<file path="config.mk">
export PLATFORM = sky130hd
export DESIGN_NAME = macd_wgt_flat
export DESIGN_NICKNAME = d
export VERILOG_FILES = /design/src/rtl/macd_pkg.sv /design/src/rtl/macd_if.sv /design/src/rtl/macd_wgt.sv /design/src/flat_wrapper.sv
export SDC_FILE = /design/constraint.sdc
export NUM_CORES = 1
export LEC_CHECK = 0
export ABC_AREA = 1
export BUFFER_PORTS_ARGS = -buffer_cell sky130_fd_sc_hd__buf_2
export CORE_MARGIN = 3
export CORE_UTILIZATION = 61
export DETAILED_ROUTE_END_ITERATION = 10
export PLACE_DENSITY = 0.88
export SETUP_SLACK_MARGIN = 0.02
export SYNTH_ARGS = -nofsm -noshare
export SYNTH_HDL_FRONTEND = slang
export SYNTH_SLANG_ARGS = --single-unit
</file>
<file path="constraint.sdc">
create_clock -name i_clk -period 12.1 [get_ports i_clk]
set_input_delay 1.21 -clock i_clk [delete_from_list [all_inputs] [get_ports i_clk]]
set_output_delay 1.21 -clock i_clk [all_outputs]
set_load 0.005 [all_outputs]
</file>
<file path="src/rtl/macd_pkg.sv">
package macd_pkg;

    localparam int PRICE_WIDTH      = 32;
    localparam int WEIGHT_FRAC_BITS = 24;

    // configuration
    localparam int CFG_W     = 10;
    localparam int CFG_IDX_W = 2;
    localparam logic [CFG_IDX_W-1:0] CFG_IDX_FAST   = 2'd0;
    localparam logic [CFG_IDX_W-1:0] CFG_IDX_SLOW   = 2'd1;
    localparam logic [CFG_IDX_W-1:0] CFG_IDX_SIGNAL = 2'd2;

    localparam logic [CFG_W-1:0] FAST_PERIOD_RST   = 10'd12;
    localparam logic [CFG_W-1:0] SLOW_PERIOD_RST   = 10'd26;
    localparam logic [CFG_W-1:0] SIGNAL_PERIOD_RST = 10'd9;

    // weight 2/(p+1) in Q1.FRAC
    localparam int W_W     = WEIGHT_FRAC_BITS + 1;
    localparam int DEN_W   = CFG_W + 1;
    localparam int DVD_W   = WEIGHT_FRAC_BITS + 2;
    localparam int DCNT_W  = $clog2(DVD_W);
    localparam logic [63:0] W_NUM = 64'd1 << (WEIGHT_FRAC_BITS + 1);

    typedef logic [W_W-1:0] t_weight;

    localparam t_weight WEIGHT_ONE = t_weight'(64'd1 << WEIGHT_FRAC_BITS);
    localparam t_weight FAST_W_RST = t_weight'(
        (W_NUM + (64'(FAST_PERIOD_RST) + 64'd1) / 2) / (64'(FAST_PERIOD_RST) + 64'd1));
    localparam t_weight SLOW_W_RST = t_weight'(
        (W_NUM + (64'(SLOW_PERIOD_RST) + 64'd1) / 2) / (64'(SLOW_PERIOD_RST) + 64'd1));
    localparam t_weight SIGNAL_W_RST = t_weight'(
        (W_NUM + (64'(SIGNAL_PERIOD_RST) + 64'd1) / 2) / (64'(SIGNAL_PERIOD_RST) + 64'd1));

    typedef struct packed {
        t_weight fast;
        t_weight slow;
        t_weight signal;
    } t_weights;

    // datapath widths
    localparam int AVG_W  = PRICE_WIDTH + WEIGHT_FRAC_BITS;   // price averages, unsigned
    localparam int SIG_W  = AVG_W + 1;                        // DIF and signal average, signed
    localparam int DIFF_W = AVG_W + 2;                        // EMA error term, signed
    localparam int LO_W   = (DIFF_W + 1) / 2;
    localparam int HI_W   = DIFF_W - LO_W;
    localparam int MA_W   = LO_W + 1;
    localparam int MB_W   = W_W + 1;
    localparam int PROD_W = MA_W + MB_W;
    localparam int ACC_W  = DIFF_W + W_W;

    // result widths
    localparam int DIF_W      = PRICE_WIDTH + 1;
    localparam int HIST_W     = PRICE_WIDTH + 2;
    localparam int HIST_CMP_W = DIFF_W - WEIGHT_FRAC_BITS + 1;
    localparam logic signed [HIST_CMP_W-1:0] HIST_MAX =
        HIST_CMP_W'((64'd1 << (PRICE_WIDTH + 1)) - 64'd2);
    localparam logic signed [HIST_CMP_W-1:0] HIST_MIN = -HIST_MAX;

endpackage

</file>
<file path="src/rtl/macd_if.sv">


interface macd_cfg_if;
    logic                              valid;
    logic                              ready;
    logic [macd_pkg::CFG_IDX_W-1:0]    index;
    logic [macd_pkg::CFG_W-1:0]        data;

    modport source (output valid, output index, output data, input ready);
    modport sink   (input valid, input index, input data, output ready);
endinterface

</file>
<file path="src/rtl/macd_wgt.sv">
module macd_wgt (
    input  logic                 i_clk,
    input  logic                 i_rst_n,
    macd_cfg_if.sink             i_cfg,
    output macd_pkg::t_weights   o_weights,
    output logic                 o_busy
);

    logic                              r_busy;
    logic [macd_pkg::CFG_IDX_W-1:0]    r_dst;
    logic [macd_pkg::DEN_W-1:0]        r_den;
    logic [macd_pkg::DVD_W-1:0]        r_dvd;
    logic [macd_pkg::DEN_W-1:0]        r_rem;
    logic [macd_pkg::DVD_W-1:0]        r_quo;
    logic [macd_pkg::DCNT_W-1:0]       r_cnt;
    macd_pkg::t_weights                r_weights;

    logic                              cfg_xfer;
    logic                              cfg_known;
    logic [macd_pkg::DEN_W-1:0]        den;
    logic [macd_pkg::DEN_W:0]          rem_sh;
    logic                              ge;
    logic [macd_pkg::DEN_W-1:0]        n_rem;
    logic [macd_pkg::DVD_W-1:0]        n_quo;
    macd_pkg::t_weight                 n_weight;

    assign cfg_xfer  = i_cfg.valid && i_cfg.ready;
    assign cfg_known = (i_cfg.index == macd_pkg::CFG_IDX_FAST) ||
                       (i_cfg.index == macd_pkg::CFG_IDX_SLOW) ||
                       (i_cfg.index == macd_pkg::CFG_IDX_SIGNAL);

    // period zero behaves as period one
    assign den = (i_cfg.data == '0) ? macd_pkg::DEN_W'(2)
                                    : {1'b0, i_cfg.data} + macd_pkg::DEN_W'(1);

    // one restoring division step per cycle
    assign rem_sh   = {r_rem, r_dvd[macd_pkg::DVD_W-1]};
    assign ge       = rem_sh >= {1'b0, r_den};
    assign n_rem    = ge ? macd_pkg::DEN_W'(rem_sh - {1'b0, r_den})
                         : rem_sh[macd_pkg::DEN_W-1:0];
    assign n_quo    = {r_quo[macd_pkg::DVD_W-2:0], ge};
    assign n_weight = n_quo[macd_pkg::W_W-1:0];

    always_ff @(posedge i_clk) begin
        if (!i_rst_n) begin
            r_busy           <= 1'b0;
            r_weights.fast   <= macd_pkg::FAST_W_RST;
            r_weights.slow   <= macd_pkg::SLOW_W_RST;
            r_weights.signal <= macd_pkg::SIGNAL_W_RST;
        end else if (cfg_xfer) begin
            if (cfg_known) begin
                r_busy <= 1'b1;
                r_dst  <= i_cfg.index;
                r_den  <= den;
                r_dvd  <= macd_pkg::DVD_W'(macd_pkg::W_NUM) +
                          macd_pkg::DVD_W'(den >> 1);
                r_rem  <= '0;
                r_quo  <= '0;
                r_cnt  <= macd_pkg::DCNT_W'(macd_pkg::DVD_W - 1);
            end
        end else if (r_busy) begin
            r_rem <= n_rem;
            r_quo <= n_quo;
            r_dvd <= r_dvd << 1;
            r_cnt <= r_cnt - macd_pkg::DCNT_W'(1);
            if (r_cnt == '0) begin
                r_busy <= 1'b0;
                case (r_dst)
                    macd_pkg::CFG_IDX_FAST:   r_weights.fast   <= n_weight;
                    macd_pkg::CFG_IDX_SLOW:   r_weights.slow   <= n_weight;
                    macd_pkg::CFG_IDX_SIGNAL: r_weights.signal <= n_weight;
                    default:                  r_weights        <= r_weights;
                endcase
            end
        end
    end

    assign i_cfg.ready = !r_busy;
    assign o_weights   = r_weights;
    assign o_busy      = r_busy;

endmodule

</file>
<file path="src/flat_wrapper.sv">
// flat-port wrapper written by rule: the top's interface ports become plain ports
module macd_wgt_flat 
  (i_clk, i_rst_n, o_weights, o_busy, i_cfg_valid, i_cfg_index, i_cfg_data, i_cfg_ready);
  macd_cfg_if i_cfg_i ();
  input  logic i_clk;
  input  logic i_rst_n;
  output macd_pkg::t_weights o_weights;
  output logic o_busy;
  input wire logic [$bits(i_cfg_i.valid)-1:0] i_cfg_valid;
  input wire logic [$bits(i_cfg_i.index)-1:0] i_cfg_index;
  input wire logic [$bits(i_cfg_i.data)-1:0] i_cfg_data;
  output wire logic [$bits(i_cfg_i.ready)-1:0] i_cfg_ready;
  assign i_cfg_i.valid = i_cfg_valid;
  assign i_cfg_i.index = i_cfg_index;
  assign i_cfg_i.data = i_cfg_data;
  assign i_cfg_ready = i_cfg_i.ready;
  macd_wgt u_core (.i_clk(i_clk), .i_rst_n(i_rst_n), .i_cfg(i_cfg_i), .o_weights(o_weights), .o_busy(o_busy));
endmodule
</file>
# ---- Word-level counts from Yosys, hierarchy flattened
# Cells that the tools add are included.
dict set report totals {
  out_inout_bits 77
  input_bits 15
  reg_bits 155
}
dict set report classes {
  reduce_logical 14
  n_mux 18
  add_sub_neg 4
  bitwise_logic 1
  n_lt_le_gt_ge 1
  eq_ne 5
}
# operator n
set op_table {}
lappend op_table {{26-bit two-way mux} 3}
lappend op_table {{24-bit two-way mux} 3}
lappend op_table {{11-bit two-way mux} 5}
lappend op_table {{26-bit by 10-bit adder with 26-bit output (first input constant)} 1}
lappend op_table {{5-bit two-way mux} 3}
lappend op_table {{12-bit by 11-bit >= comparator with 1-bit output} 1}
lappend op_table {{4-bit AND reduction} 3}
lappend op_table {{10-bit by 1-bit adder with 11-bit output (second input constant)} 1}
lappend op_table {{11-bit subtractor} 1}
lappend op_table {{10-bit zero test} 1}
lappend op_table {{3-bit AND reduction} 2}
lappend op_table {{5-bit zero test} 1}
lappend op_table {{5-bit by 1-bit subtractor with 5-bit output (second input constant)} 1}
lappend op_table {{2-bit by 1-bit == test with 1-bit output (second input constant)} 2}
lappend op_table {{2-bit == test (second input constant)} 2}
lappend op_table {{2-bit zero test} 2}
lappend op_table {{1-bit two-way mux} 4}
lappend op_table {{1-bit logical OR} 2}
lappend op_table {{2-bit inequality test (second input constant)} 1}
lappend op_table {{2-bit nonzero test} 1}
lappend op_table {{1-bit logical AND} 1}
lappend op_table {{1-bit zero test} 1}
lappend op_table {{1-bit NOT} 1}

# ---- Depth between registers and ports, before layout
dict set report logic_depth {
  ltp_word 5
  ltp_mapped 12
}

# ---- Worst setup path before layout
# Ideal clock, no wire load.
dict set report synth_path {
  kind {in2reg}
  startpoint {in i_rst_n}
  endpoint {reg u_core.r_busy (netlist: u_core.o_busy)}
  t_arrival_ns 4.787
  t_required_ns 12.028
  path_stages 5
  slack_ns 7.241
  path_cell_list {clkbuf_1 inv_1 nor2_1 o21ai_0 inv_1}
}
# element line_no
set synth_rtl {}
lappend synth_rtl {{start: declaration} flat_wrapper.sv:6} ;# input logic i_rst_n;
lappend synth_rtl {{end signal: assignment} macd_wgt.sv:46} ;# r_busy <= 1'b0;
lappend synth_rtl {{end signal: assignment} macd_wgt.sv:52} ;# r_busy <= 1'b1;
lappend synth_rtl {{end signal: assignment} macd_wgt.sv:67} ;# r_busy <= 1'b0;
lappend synth_rtl {{end: declaration} macd_wgt.sv:9} ;# logic r_busy;

# ---- Final worst setup path
dict set report layout_path {
  startpoint {in i_rst_n}
  endpoint {reg u_core.r_dvd[19] (netlist name), enable pin}
}
dict set report layout_via {
  elab_chain_cells 1
}
# element line_no
set layout_lines {}
lappend layout_lines {{3-bit AND reduction (no line)} --}
lappend layout_lines {{end signal: assignment} macd_wgt.sv:55} ;# r_dvd <= macd_pkg::DVD_W'(macd_pkg::W_NUM) +
lappend layout_lines {{end signal: assignment} macd_wgt.sv:64} ;# r_dvd <= r_dvd << 1;
lappend layout_lines {{end: declaration} macd_wgt.sv:12} ;# logic [macd_pkg::DVD_W-1:0] r_dvd;
# Every way passes these cells.
# A chain may end at the register's enable or synchronous reset.

==> run summary <==
Outcome = finished clean
Pin count of the biggest net entering global routing = 76
Crit-path max FO = 75
DRT antenna net count = 0
Sink Count = 155
Asr flop ratio synth = 0
N_diodes = 0
Post-Syn Area = 0.006792 sq mm
Pwr dens = 155.6 mW/mm^2
Global-route wire length before repair = 26680 um
Routed via count = 5616
Clock network power share = 0.430
Layout area overhead = 15.84%
CTS Hold Bufs = 0
Die Ht = 111.5 um
Clock-pin slew on the worst setup and hold paths = 0.07 ns
Period utilization = 0.2484
Min-delay src = u_core.o_weights[38]$_SDFFE_PN1P_
Vias in the first global route = 5460
Drt wl/cell = 17.09 um
Slew Viols, Final = 0
Net switching power = 312.7 uW
Syn_nets = 767
Slew headroom = 0.3216
Share of cells above drive strength 1 = 0.1829
Ys Warns = 0
Io pins = 92
Net Sw Frac = 0.2554
H-tree Lvls = 4
WHS = 0.4759 ns
Reg-to-Reg End = u_core.r_rem[3]$_SDFFCE_PP0P_
Sequential cell area = 0.003894 sq mm
DRC = 0
FP Rows = 37
Maxcap violations = 0
Port Buf Inserts = 91
Setup_tns = 0 ns
Pre-antenna DRT Iters = 6
Mapped Cells = 737
FF+latch count, synth = 155
Nets@finish = 848
Dpl cells = 935
Area of the multi-input gates = 0.002286 sq mm
Top_reg_cell synth = edfxtp_1
Worst Path Arrival = 3.18 ns
Die Area = 0.01244 sq mm
Final Hold Viols = 0
Reg power frac = 0.478
RD Place Congestion = 0.8717
Post-synth cell types = 35
Post-CTS setup buffers = 0
Logic pwr share = 0.092
Critical Path RT = 12.27 ns
Initial antenna violation count = 0
Slew @ Worst Pin = 1.015 ns
Clk_lat worst skew = 0.55 ns
Leakage power = 3.810 nW
Worst R2R Path Depth = 11
Post-DP HPWL = 10740 um
Endpoints failing setup = 0
GRT overflow = 0
TritonCTS Buffers = 17
Fillcell total = 663
Die width = 111.5 um
EDFF count, synth = 79
Core Footprint = 0.01056 sq mm
Hold Path Sink = u_core.o_weights[38]$_SDFFE_PN1P_
PostCTS Resize Cnt = 0
Max IR drop VDD = 0.0001232 V
Avg Vias per Cell = 5.808
Layout Cells excl Fill = 967
CTS tree = built
RR Startpoint = u_core.r_dvd[25]$_SDFFCE_PP1P_
Min cycle time layout = 3.006 ns
Crit end category = flop
WS Path Type = input pin to flop
Fmax = 332.7 MHz
Sequential area share after synthesis = 0.5733
RSZ-0062 raised after global routing = false
Hold Path Depth = 2
Startpoint types = input pin
Internal power = 911.8 uW
R2r setup slk = 9.41 ns
DRT Wirelength = 16530 um
Syn avg cell area = 9.215 sq um
DR iter-0 viols = 779
Initial Utilization = 0.6434
Max Buffers Root-to-Sink = 2
Clock Skew = 0.01349 ns
Total track usage = 0.2697
Hold WC Path Type = flop to flop
CTS Root Cell = clkbuf_8
==> routing by layer <==
| metal | vias up | wire length (um) | GRT usage |
|---|---|---|---|
| met2 | 331 | 8203 | 0.4544 |
| met4 | 0 | 572 | 0.1217 |
| met1 | 2639 | 6344 | 0.3295 |
| met3 | 62 | 1408 | 0.06630 |
| li1 | 2584 | - | - |
| met5 | - | 0 | 0 |
==> layout make-up <==
| type | instances | area share |
|---|---|---|
| inverter | 119 | 0.05709 |
| clock buffer | 19 | 0.05900 |
| sequential | 155 | 0.4949 |
| tap | 136 | 0.02163 |
| timing repair buffer | 94 | 0.06075 |
| multi-input combinational | 431 | 0.2906 |
| clock inverter | 13 | 0.01606 |
==> power by group through the flow <==
stage | clock network (mW) | registers [mW] | logic (mW)
final | 0.526 | 0.585 | 0.113
after detailed placement | 0 | 0.596 | 0.108
after CTS | 0.529 | 0.585 | 0.111
after global placement | 0 | 0.595 | 0.102
after floorplan | 0 | 0.595 | 0.0804
after global routing | 0.547 | 0.587 | 0.126
==> registers in the layout (all words and copies together), names as in the netlist <==
signal	cells
u_core.r_dvd	26
u_core.r_rem	11
u_core.r_quo	24
u_core.r_den	11
u_core.o_busy	1
u_core.r_dst	2
u_core.o_weights	75
u_core.r_cnt	5
==> worst max-delay path by stage <==
stage	from	endpoint	slack, ns
2_1_floorplan	i_rst_n	u_core.o_busy$_SDFFE_PN0P_	7.24
3_3_place_gp	i_rst_n	u_core.r_dvd[4]$_DFFE_PP_	8.71
3_5_place_dp	i_rst_n	u_core.r_dvd[5]$_DFFE_PP_	8.63
4_1_cts	i_rst_n	u_core.r_dvd[16]$_SDFFCE_PP0P_	9.19
5_1_grt	i_rst_n	u_core.o_busy$_SDFFE_PN0P_	8.98
6_report	i_rst_n	u_core.r_dvd[19]$_SDFFCE_PP0P_	9.09
==> placed cells by master, fill, tap and decap left out, drive strengths merged <==
master	netlist	layout
clkinv	3	8
a21oi	47	47
ha	14	14
inv	116	123
nand3b	2	2
buf	16	94
nor3	3	3
a31oi	1	1
nand2	133	133
nor4	1	1
dfxtp	76	76
xor2	3	3
edfxtp	79	79
nor2	90	90
nand4	16	16
fa	1	1
clkbuf	16	19
xnor2	1	1
bufinv	0	1
o211ai	33	33
nand3	27	27
or2	2	2
o21ai	57	57
==> worst max-delay path, cell delays in order <==
cell	delay, ns
buf_2	0.07
buf_4	0.54
inv_1	0.23
nor2_4	0.42
buf_4	0.64
==> Yosys cell counts (all sizes together) (3+ instances only) <==
master / count / area (sq um)
nand2: 133 / 506.7
inv: 116 / 435.4
nor2: 90 / 380.4
edfxtp: 79 / 2372
dfxtp: 76 / 1521
o21ai: 57 / 285.3
a21oi: 47 / 272.8
o211ai: 33 / 247.7
nand3: 27 / 165.2
buf: 16 / 110.1
clkbuf: 16 / 60.06
nand4: 16 / 100.1
ha: 14 / 175.2
clkinv: 3 / 13.76
nor3: 3 / 37.53
xor2: 3 / 26.28
==> kinds of logic after synthesis <==
group                      Yosys count  synth area share
AOI/OAI and AO/OA                  138            0.1196
xor gates and xnor gates             4          0.005159
adders and majority gates           15           0.02874
buffers and inverters              151           0.09119
DFF                                155            0.5733
and+or+nand+nor                    274            0.1820
==> metrics by stage <==
stage / utilization / worst slack [ns] / area (sq um) / total power, mW
floorplan: - / 7.241 / 6792 / 0.6750
global placement: 0.6894 / 8.710 / 7277 / 0.6965
detailed placement: 0.6894 / 8.633 / 7277 / 0.7043
CTS: 0.7454 / 9.193 / 7868 / 1.225
global route: 0.7454 / 8.977 / 7868 / 1.260
finish: 0.7454 / 9.094 / 7868 / 1.224
No activity file was read; power rests on OpenSTA's default activity.
